`config.mk`:
```
export PLATFORM = sky130hd
export DESIGN_NAME = tdp_divider
export DESIGN_NICKNAME = d
export VERILOG_FILES = /design/src/hw/rtl/assert_macros.svh /design/src/hw/rtl/tdp_pkg.sv /design/src/hw/rtl/tdp_divider.sv
export SDC_FILE = /design/constraint.sdc
export NUM_CORES = 1
export LEC_CHECK = 0
export BUFFER_PORTS_ARGS = -buffer_cell sky130_fd_sc_hd__buf_2
export CAP_MARGIN = 0
export CORE_UTILIZATION = 35
export DETAILED_ROUTE_END_ITERATION = 8
export SYNTH_ARGS = -nofsm -noshare
export SYNTH_HDL_FRONTEND = slang
export SYNTH_SLANG_ARGS = --single-unit
```
`constraint.sdc`:
```
create_clock -name i_clk -period 4.3 [get_ports i_clk]
set_input_delay 0.43 -clock i_clk [delete_from_list [all_inputs] [get_ports i_clk]]
set_output_delay 0.43 -clock i_clk [all_outputs]
set_load 0.01 [all_outputs]
```
`src/hw/rtl/assert_macros.svh`:
```
// Assertion macros used by the prime tester core
`ifndef ASSERT_MACROS_SVH
`define ASSERT_MACROS_SVH
`ifndef ASSERT_OFF
`define ASSERT_IMPL(label, clk, rst_n, prop, msg) \
    label: assert property (@(posedge clk) disable iff (!rst_n) (prop)) else $error(msg);
`define ASSERT_NEXT(label, clk, rst_n, ante, cons, msg) \
    label: assert property (@(posedge clk) disable iff (!rst_n) (ante) |=> (cons)) else $error(msg);
`else
`define ASSERT_IMPL(label, clk, rst_n, prop, msg)
`define ASSERT_NEXT(label, clk, rst_n, ante, cons, msg)
`endif
`endif

```
`src/hw/rtl/tdp_pkg.sv`:
```
// Shared types and codes for the trial division prime tester
package tdp_pkg;
    typedef logic [1:0] t_kind;
    localparam t_kind KIND_LEARN = 2'd0;
    localparam t_kind KIND_TEST  = 2'd1;
    localparam t_kind KIND_CLEAR = 2'd2;
    localparam t_kind KIND_SKIP  = 2'd3;
    localparam int CAND_W  = 32;
    localparam int COUNT_W = 32;
    localparam int SIZE_W  = 11;
    localparam int IN_W    = 32;
    localparam int OUT_W   = 48;
endpackage

```
`src/hw/rtl/tdp_divider.sv`:
```
// Radix-2 restoring remainder unit, one quotient bit per cycle
module tdp_divider #(
    parameter int DIV_W = 16
) (
    input  logic                     i_clk,
    input  logic                     i_rst_n,
    input  logic                     i_start,
    input  logic [tdp_pkg::CAND_W-1:0] i_dividend,
    input  logic [DIV_W-1:0]         i_divisor,
    output logic                     o_done,
    output logic                     o_zero_rem
);
    import tdp_pkg::*;

    localparam int CNT_W = $clog2(CAND_W + 1);

    logic             r_busy;
    logic [CNT_W-1:0] r_cnt;
    logic [CAND_W-1:0] r_quo;
    logic [DIV_W:0]   r_rem;
    logic [DIV_W-1:0] r_div;
    logic             r_done;
    logic [DIV_W:0]   w_shift;
    logic [DIV_W:0]   w_diff;

    assign w_shift = {r_rem[DIV_W-1:0], r_quo[CAND_W-1]};
    assign w_diff  = w_shift - {1'b0, r_div};

    always_ff @(posedge i_clk) begin
        if (!i_rst_n) begin
            r_busy <= 1'b0;
            r_done <= 1'b0;
        end else begin
            r_done <= r_busy && !i_start && (r_cnt == CNT_W'(1));
            if (i_start) begin
                r_busy <= 1'b1;
                r_cnt  <= CNT_W'(CAND_W);
                r_quo  <= i_dividend;
                r_rem  <= '0;
                r_div  <= i_divisor;
            end else if (r_busy) begin
                r_quo <= {r_quo[CAND_W-2:0], 1'b0};
                r_rem <= w_diff[DIV_W] ? w_shift : w_diff;
                r_cnt <= r_cnt - 1'b1;
                if (r_cnt == CNT_W'(1)) begin
                    r_busy <= 1'b0;
                end
            end
        end
    end

    assign o_done     = r_done;
    assign o_zero_rem = (r_rem == '0);
endmodule

```
* Word level (Yosys, flattened, before mapping)
Cells that the tools add are included.
Word-level totals: bits in registers 73, latch bits 0, RAM bits 0, bits in read-only memories 0, bits of input ports 51, word-level logic and storage cells 24, memories 0
Operators by class: add/sub/neg operators 2, multiply operators 0, divide/modulo/power cells 0, order comparisons 0, equal/unequal tests 1, shift operators 0, multiplexer cells 8, bitwise operators 0, reduce and logical (&&, ||, !) cells 7
Operators by type and width (number):
- 2-to-1 mux 32 bit | 2
- 2-to-1 mux 17 bit | 2
- zero test 17 bit | 1
- subtractor 17 x 16 -> 17 bit | 1
- equality test 6 x 1 -> 1 bit, second input constant | 1
- 2-to-1 mux 6 bit | 1
- subtractor 6 x 1 -> 6 bit, second input constant | 1
- AND reduction 2 bit | 2
- 2-to-1 mux 1 bit | 3
- logical AND 1 bit | 2
- nonzero test 2 bit | 1
- zero test 1 bit | 1

* Logic depth before layout (Yosys ltp)
Gate-level depths: netlist of the first run.
word-level depth 4, mapped depth 10, depth with buffers taken out 9

* Worst setup path after synthesis of the first run
Ideal clock, no wire load.
kind input to register, start in i_start, end reg r_cnt[0], enable pin, arrival 2.001 ns, data required time 3.884 ns, slack 1.882 ns, stages 3, buffers on the path 2, cell sequence clkbuf_8 buf_6 o21a_1
On the way: longest elaborated chain between the ends 2
RTL lines:
- from (decl) | line tdp_divider.sv:7 | input logic i_start,
- nonzero test 2 bit (no source line)
- AND reduction 2 bit (no source line)
- to (signal assigned) | line tdp_divider.sv:37 | r_cnt <= CNT_W'(CAND_W);
- to (signal assigned) | line tdp_divider.sv:44 | r_cnt <= r_cnt - 1'b1;
- to (decl) | line tdp_divider.sv:18 | logic [CNT_W-1:0] r_cnt;
No other way between the ends. A chain may end at the register's enable or synchronous reset.

* Worst setup path after layout of the first run
start reg r_quo[31], end reg r_rem[10], data pin
On the way: longest elaborated chain between the ends 3
RTL lines:
- from (decl) | line tdp_divider.sv:19 | logic [CAND_W-1:0] r_quo;
- from (signal assigned) | line tdp_divider.sv:38 | r_quo <= i_dividend;
- from (signal assigned) | line tdp_divider.sv:42 | r_quo <= {r_quo[CAND_W-2:0], 1'b0};
- subtractor 17 x 16 -> 17 bit | line tdp_divider.sv:27 | assign w_diff = w_shift - {1'b0, r_div};
- 2-to-1 mux 17 bit | line tdp_divider.sv:43 | r_rem <= w_diff[DIV_W] ? w_shift : w_diff;
- 2-to-1 mux 17 bit | line tdp_divider.sv:41 | end else if (r_busy) begin
- to (signal assigned) | line tdp_divider.sv:43
- to (decl) | line tdp_divider.sv:20 | logic [DIV_W:0] r_rem;
No other way between the ends. The select of a mux whose other input is x is not followed.

==> flow_metrics.env, run 1 <==
export IMPL_grt_overflow_total=0
export IMPL_setup_tns_ns=0
export IMPL_antenna_found_initial=0
export IMPL_placementRows=39
export IMPL_reg2reg_to="r_rem[10]"
export IMPL_synth_avg_cell_area_um2=11.9
export IMPL_die_h_um=110
export IMPL_synth_ff_latch_count=73
export IMPL_syn_num_nets=413
export IMPL_clk_path_buf_depth=2
export IMPL_synth_area_leader_cell="edfxtp_1"
export IMPL_slew_viol_final=0
export IMPL_place_inst=524
export IMPL_cts_buffers=9
export IMPL_synth_edf_count=71
export IMPL_post_drt_wl_per_cell_um=15.9
export IMPL_dpl_cell_area_mm2=0.00441
export IMPL_postCtsHoldBufs=0
export IMPL_timing_slew_headroom=0.257
export IMPL_hold_viol_final=0
export IMPL_finalCritPeriodShare=0.687
export IMPL_yosysWarnings=0
export IMPL_arrival_ns=3.13
export IMPL_hold_slack_ns=0.264
export IMPL_required_ns=4.48
export IMPL_num_vias=2858
export IMPL_die_x_um=110
export IMPL_synth_cells=343
export IMPL_rsz0062_at_grt="false"
export IMPL_n_antenna_cell=0
export IMPL_antenna_left=0
export IMPL_fin_cells=540
export IMPL_async_flop_share=0
export IMPL_synth_main_ff_cell="edfxtp_1"
export IMPL_fin_crit_ns=2.95
export IMPL_cts_setup_buffers=0
export IMPL_drc=0
export IMPL_setup_ws_ns=1.35
export IMPL_clk_pin_slew_ns=0.06
export IMPL_rrSetupSlack_ns=1.35
export IMPL_utilization=0.412
export IMPL_grt_max_degree=57
export IMPL_setup_viol=0
export IMPL_worstMarginPinSlew_ns=1.11
export IMPL_drt_total_wl_um=8610
export IMPL_initial_core_util=0.358
export IMPL_internal_power_mw=1.49
export IMPL_power_total_mw=2.10
export IMPL_fmax_mhz=338
export IMPL_synth_top_area_share=0.522
export IMPL_ys_seq_area_frac=0.532
export IMPL_htreeDepth=3
export IMPL_grt_pass1_vias=2969
export IMPL_place_ws_ns=1.45
export IMPL_synthesis_area_mm2=0.00408
export IMPL_synth_common_cells="edfxtp_1, a21oi_1, mux2_2, o21ai_0, inv_1"
export IMPL_synthDistinctLibCells=55
export IMPL_worst_setup_path_type="flop to flop"
export IMPL_p_switching_uw=601
export IMPL_cts_root_buf="clkbuf_16"
export IMPL_synth_top_cells_by_area="edfxtp_1, mux2_2, ha_1"
export IMPL_hold_path_class="primary input to flop"
export IMPL_cp_end_kind="flop"
export IMPL_regToRegStartpoint="r_quo[31]"
export IMPL_design_die_area_mm2=0.0121
export IMPL_seqPwrFrac=0.425
export IMPL_cts_resized=0
export IMPL_switching_share=0.287
export IMPL_crit_start="r_quo[31]"
export IMPL_crit_fanout=12
export IMPL_post_dp_hpwl_um=5850
export IMPL_clock_sinks=73
export IMPL_viasPerCell=5.29
export IMPL_cts_tree="built"
export IMPL_area_growth_pct=15.1
export IMPL_yosys_cell_count_top_type="edfxtp_1"
export IMPL_status="completed"
export IMPL_cap_violations=0
export IMPL_skew_ns=0.00814
export IMPL_core_area_mm2=0.0114
export IMPL_boundaryPins=53
export IMPL_drt_first_pass_iters=4
export IMPL_start_kind="flop"
export IMPL_r2r_cells=9
export IMPL_drt_iter0_drc=122
export IMPL_clockPowerShare=0.359
export IMPL_fin_nets=462
export IMPL_grt_pass1_wl_um=14100
export IMPL_max_vdd_ir_drop_v=0.000274
export IMPL_combPwrFrac=0.216
export IMPL_p_per_area_mw_per_mm2=446
export IMPL_cp_endpoint="r_rem[10]"
export IMPL_fin_area_mm2=0.00470
export IMPL_gp_congestion=0.826
export IMPL_drive_above_1_share=0.297
export IMPL_io_buffer_count=52
export IMPL_grt_usage=0.154
export IMPL_insertion_delay_ns=0.34
export IMPL_p_leak_nw=1.81
-- power groups by stage --
stage | sequential, mW | clock [mW] | combinational, mW
floorplan | 0.895 | 0 | 0.360
global placement | 0.905 | 0 | 0.436
detailed placement | 0.905 | 0 | 0.446
CTS | 0.891 | 0.772 | 0.450
global route | 0.898 | 0.793 | 0.505
finish | 0.891 | 0.752 | 0.452
-- cells in the final DEF, fill, tap and decap left out, types with 6 or more instances in the layout --
master	count
a21oi_1	34
a21oi_2	6
buf_2	52
clkbuf_16	9
edfxtp_1	71
ha_1	18
inv_1	23
mux2_2	31
nand2_1	15
nand3_1	6
nand4_1	10
nor2_1	15
nor4_1	6
o21ai_0	26
-- logic make-up after synthesis --
| kind of cell | after synthesis | share of synthesized area |
|---|---|---|
| AO/OA/AOI/OAI | 95 | 0.149 |
| XOR/XNOR | 9 | 0.0193 |
| adder cells (fa/ha/maj) | 19 | 0.0601 |
| buffers and inverters | 39 | 0.0539 |
| flip-flops | 73 | 0.532 |
| multiplexers | 31 | 0.0855 |
| AND/OR/NAND/NOR | 77 | 0.101 |
-- flip-flops by register name (all words and copies together) (netlist names) --
register and cells:
r_div 16, r_rem 17, r_quo 32, r_cnt 6, o_done 1, r_busy 1
-- critical path: stages (launching register included) --
cell      delay [ns]
edfxtp_1        0.34
inv_1           0.05
ha_1            0.21
fa_1            0.39
nand2b_1        0.22
a21oi_2         0.17
o21ai_2         0.13
a21oi_1         0.87
nand4_1         0.21
a21oi_1         0.21
-- layout make-up --
type	instances	area (um2)
tap	143	179
multi-input combinational	231	1690
clock inverter	6	65.1
fill	1136	6720
timing repair buffer	54	275
clock buffer	10	229
inverter	23	86.3
sequential	73	2170
-- worst min path at each step --
stage	start	endpoint	slack, ns	depth (start not counted)
after global placement	r_busy	o_done	0.47	2
after floorplan	r_busy	o_done	0.45	2
after detailed placement	r_busy	o_done	0.48	2
after global routing	i_divisor[13]	r_div[13]	0.25	1
final	i_divisor[0]	r_div[0]	0.26	1
after CTS	i_divisor[13]	r_div[13]	0.25	1
-- metal layers --
metal,track usage,vias to the layer above,routed length [um]
met2,0.246,74,3940
met5,0,-,0
met1,0.195,1375,3960
met4,0.0562,0,143
li1,-,1398,-
met3,0.0517,11,558
(Power assumes the default switching activity.)
==> run 2, diff against run 1 <==
clock period = 2.6 ns   (was 4.3 ns; I/O delays follow)
==> run 2 against run 1 <==
Against the previous run: sequential share of layout area shrank 1.9 points; global-route usage rose by 0.42 points; first-iteration DRC count grew 38%; maximum frequency is 19% higher; clock skew is 0.0020 ns higher; non-clock buffer count grew 15; final area rose by 4.3%; combinational power is 84% higher; worst hold slack worse by 0.17 ns; cell count grew 2.6%; die area unchanged; critical path depth unchanged; critical path type unchanged; critical endpoint is now r_rem[8]; largest power group unchanged.
==> flow_metrics.env, run 2 (synthesis results as in run 1) <==
export IMPL_p_leak_nw=1.90
export IMPL_crit_fanout=7
export IMPL_r2r_cells=9
export IMPL_reg_top3="r_quo (32), r_rem (17), r_div (16)"
export IMPL_reg2reg_to="r_rem[8]"
export IMPL_crit_start="r_quo[31]"
export IMPL_cap_violations=0
export IMPL_dpl_cell_area_mm2=0.00452
export IMPL_drt_total_wl_um=8770
export IMPL_htreeDepth=3
export IMPL_insertion_delay_ns=0.34
export IMPL_die_x_um=110
export IMPL_fin_nets=477
export IMPL_setup_viol=0
export IMPL_n_antenna_cell=0
export IMPL_status="completed"
export IMPL_setup_ws_ns=0.127
export IMPL_drc=0
export IMPL_utilization=0.429
export IMPL_core_area_mm2=0.0114
export IMPL_fin_area_mm2=0.00490
export IMPL_p_per_area_mw_per_mm2=746
export IMPL_viasPerCell=5.26
export IMPL_drive_above_1_share=0.341
export IMPL_initial_core_util=0.358
export IMPL_die_h_um=110
export IMPL_post_dp_hpwl_um=6200
export IMPL_skew_ns=0.0101
export IMPL_cts_tree="built"
export IMPL_antenna_found_initial=0
export IMPL_gp_congestion=0.827
export IMPL_design_die_area_mm2=0.0121
export IMPL_largest_reg_flops=32
export IMPL_area_growth_pct=20.0
export IMPL_clk_pin_slew_ns=0.06
export IMPL_hold_slack_ns=0.0902
export IMPL_grt_max_degree=32
export IMPL_post_drt_wl_per_cell_um=15.8
export IMPL_mostFrequentLayoutCells="edfxtp_1, buf_2, a21oi_1"
export IMPL_finalCritPeriodShare=0.951
export IMPL_clk_path_buf_depth=2
export IMPL_place_ws_ns=-0.000365
export IMPL_drt_first_pass_iters=4
export IMPL_hold_viol_final=0
export IMPL_fin_crit_ns=2.47
export IMPL_cts_buffers=9
export IMPL_n_fill_cell=1113
export IMPL_boundaryPins=53
export IMPL_cp_end_kind="flop"
export IMPL_drt_iter0_drc=168
export IMPL_setup_tns_ns=0
export IMPL_largest_register="r_quo"
export IMPL_start_kind="flop"
export IMPL_grt_pass1_wl_um=14100
export IMPL_timing_slew_headroom=0.676
export IMPL_num_vias=2912
export IMPL_rsz0062_at_grt="false"
export IMPL_placementRows=39
export IMPL_worst_setup_path_type="flop to flop"
export IMPL_grt_pass1_vias=2943
export IMPL_slew_viol_final=0
export IMPL_final_common_cell="edfxtp_1"
export IMPL_grt_usage=0.159
export IMPL_grt_overflow_total=0
export IMPL_fmax_mhz=404
export IMPL_hold_path_class="primary input to flop"
export IMPL_regToRegStartpoint="r_quo[31]"
export IMPL_max_vdd_ir_drop_v=0.000514
export IMPL_rrSetupSlack_ns=0.13
export IMPL_worstMarginPinSlew_ns=0.482
export IMPL_cts_root_buf="clkbuf_16"
export IMPL_arrival_ns=2.65
export IMPL_antenna_left=0
export IMPL_io_buffer_count=52
export IMPL_required_ns=2.78
export IMPL_clock_sinks=73
export IMPL_cp_endpoint="r_rem[8]"
run 2: worst max-delay path, cell delays in order, from the launching register on:
cell      delay [ns]
edfxtp_1        0.35
inv_1           0.05
ha_1            0.21
fa_2            0.35
nand2b_4        0.18
a21oi_4         0.15
o21ai_4         0.11
a21o_4          0.25
or4b_1          0.49
a21oi_1         0.16
run 2: per-layer routing:
layer	GRT usage	vias up	wire length [um]
met4	0.0590	0	147
met2	0.262	98	4170
met3	0.0647	13	736
met5	0	-	0
li1	-	1422	-
met1	0.185	1379	3710
run 2: power breakdown:
group	total [mW]	internal [mW]	switching (mW)
logic	0.832	0.364	0.468
registers	1.47	1.42	0.0521
clock network	1.35	0.841	0.508
total	3.66	2.63	1.03
run 2: cell type report:
type                            instances  area (um2)  share of cell area
Sequential cell                        73        2170               0.443
Multi-Input combinational cell        231        1750               0.357
Timing Repair Buffer                   69         398              0.0812
Clock buffer                            9         225              0.0460
Tap cell                              143         179              0.0365
Clock inverter                          6        92.6              0.0189
Inverter                               23        86.3              0.0176
run 2: worst min path at each step:
stage                        startpoint        end  slack, ns  depth (start not counted)
after global placement     i_divisor[6]   r_div[6]       0.44                          1
after global routing      i_divisor[12]  r_div[12]       0.08                          1
after CTS                 i_divisor[15]  r_div[15]       0.08                          1
after detailed placement   i_divisor[0]   r_div[0]       0.44                          1
final                     i_divisor[12]  r_div[12]       0.09                          1
after floorplan            i_divisor[0]   r_div[0]       0.36                          0
run 2: stage by stage:
step,instances,total power [mW]
2_1_floorplan,343,2.07
3_3_place_gp,537,2.26
3_5_place_dp,537,2.28
4_1_cts,552,3.65
5_1_grt,554,3.83
6_report,554,3.66
run 2: timing repair:
action | in CTS | in global routing
gates resized for setup | 2 | 12
pin swaps | 0 | 1
setup buffers | 0 | 2
setup endpoints to repair | 2 | 16
hold buffers | 0 | 0
cloned | 0 | 0
==> run 3, diff against run 2 <==
CELL_PAD_IN_SITES_DETAIL_PLACEMENT = 0   (was default)
CELL_PAD_IN_SITES_GLOBAL_PLACEMENT = 1   (was default)
PLACE_DENSITY_LB_ADDON = 0.1   (was default)
SETUP_SLACK_MARGIN = 0.02   (was default)
==> run 3 against run 2 <==
Against the previous run: critical path depth shrank 2; clock skew shrank 0.0012 ns; cell count grew 0.90%; global-route usage grew 0.37 points; utilization is the same; via count shrank 0.41%; clock power shrank 6%; sequential share of layout area is the same; first-iteration DRC count shrank 30%; final area is the same.
==> flow_metrics.env, run 3 (synthesis results as in run 1) <==
export IMPL_arrival_ns=2.61
export IMPL_cts_root_buf="clkbuf_16"
export IMPL_post_dp_hpwl_um=6510
export IMPL_skew_ns=0.00890
export IMPL_final_common_cell="edfxtp_1"
export IMPL_cts_tree="built"
export IMPL_max_vdd_ir_drop_v=0.000383
export IMPL_clk_pin_slew_ns=0.06
export IMPL_finalCritPeriodShare=0.969
export IMPL_slew_viol_final=0
export IMPL_setup_ws_ns=0.0813
export IMPL_crit_start="r_rem[9]"
export IMPL_mostFrequentLayoutCells="edfxtp_1, buf_2, a21oi_1"
export IMPL_cp_endpoint="r_rem[15]"
export IMPL_fin_cells=559
export IMPL_drt_total_wl_um=8790
export IMPL_hold_slack_ns=0.0916
export IMPL_n_antenna_cell=0
export IMPL_regToRegStartpoint="r_rem[9]"
export IMPL_largest_register="r_quo"
export IMPL_gp_congestion=0.773
export IMPL_start_kind="flop"
export IMPL_fin_area_mm2=0.00490
export IMPL_drt_first_pass_iters=4
export IMPL_grt_pass1_wl_um=14200
export IMPL_worstMarginPinSlew_ns=0.475
export IMPL_post_drt_wl_per_cell_um=15.7
export IMPL_die_x_um=110
export IMPL_antenna_found_initial=0
export IMPL_cp_end_kind="flop"
export IMPL_design_die_area_mm2=0.0121
export IMPL_drc=0
export IMPL_required_ns=2.70
export IMPL_placementRows=39
export IMPL_hold_path_class="primary input to flop"
export IMPL_hold_viol_final=0
export IMPL_clock_sinks=73
export IMPL_cap_violations=0
export IMPL_drive_above_1_share=0.341
export IMPL_io_buffer_count=52
export IMPL_crit_fanout=7
export IMPL_drt_iter0_drc=118
export IMPL_r2r_cells=7
export IMPL_reg2reg_to="r_rem[15]"
export IMPL_largest_reg_flops=32
export IMPL_area_growth_pct=20.0
export IMPL_timing_slew_headroom=0.680
export IMPL_grt_overflow_total=0
export IMPL_setup_tns_ns=0
export IMPL_num_vias=2900
export IMPL_fmax_mhz=397
export IMPL_htreeDepth=3
export IMPL_clk_path_buf_depth=2
export IMPL_fin_nets=481
export IMPL_die_h_um=110
export IMPL_grt_usage=0.162
export IMPL_dpl_cell_area_mm2=0.00454
export IMPL_insertion_delay_ns=0.34
export IMPL_initial_core_util=0.358
export IMPL_grt_max_degree=32
export IMPL_utilization=0.429
export IMPL_rsz0062_at_grt="false"
export IMPL_boundaryPins=53
export IMPL_fin_crit_ns=2.52
export IMPL_p_per_area_mw_per_mm2=730
export IMPL_power_total_mw=3.58
export IMPL_worst_setup_path_type="flop to flop"
export IMPL_antenna_left=0
export IMPL_place_inst=542
export IMPL_setup_viol=0
export IMPL_rrSetupSlack_ns=0.08
export IMPL_viasPerCell=5.19
export IMPL_core_area_mm2=0.0114
export IMPL_status="completed"
export IMPL_grt_pass1_vias=2849
export IMPL_p_leak_nw=1.92
export IMPL_postCtsHoldBufs=0
export IMPL_reg_top3="r_quo (32), r_rem (17), r_div (16)"
export IMPL_cts_buffers=9
export IMPL_place_ws_ns=-0.00320
[run 3: worst max-delay path, stage by stage, from the launching register on]
cell and delay, ns:
edfxtp_1 0.45, ha_1 0.42, a21oi_1 0.20, o21ai_0 0.19, a221o_1 0.35, a21oi_1 0.29
xnor2_1 0.12, a31o_2 0.25
[run 3: area by class of cell]
type	count	area [um2]
fillers	1128	6520
clock buffers	10	239
inverters	23	86.3
well taps	143	179
flip-flops and latches	73	2170
repair buffers	73	418
clock inverters	6	65.1
multi-input cells	231	1740
[run 3: what timing repair did]
action | 4_1_cts | 5_1_grt
resized for setup | 2 | 8
setup endpoints to repair | 2 | 14
pin swaps | 0 | 1
setup buffers | 0 | 1
[run 3: where the power goes]
| part | internal [mW] | switching (mW) |
|---|---|---|
| combinational | 0.370 | 0.467 |
| sequential | 1.42 | 0.0501 |
| clock | 0.772 | 0.497 |
| total | 2.56 | 1.01 |
[run 3: how the worst min path moves through the flow]
stage / depth (start not counted) / slack, ns / endpoint / from
2_1_floorplan: 0 / 0.36 / r_div[0] / i_divisor[0]
6_report: 1 / 0.09 / r_div[8] / i_divisor[8]
5_1_grt: 1 / 0.08 / r_div[11] / i_divisor[11]
3_3_place_gp: 1 / 0.44 / r_div[5] / i_divisor[5]
3_5_place_dp: 1 / 0.44 / r_div[5] / i_divisor[5]
4_1_cts: 1 / 0.08 / r_div[8] / i_divisor[8]
[run 3: layer usage]
metal | wire length, um | up-vias | global-route usage
met5 | 0 | - | 0
met4 | 233 | 0 | 0.0905
met3 | 389 | 16 | 0.0382
met2 | 3940 | 60 | 0.246
met1 | 4220 | 1389 | 0.213
li1 | - | 1435 | -
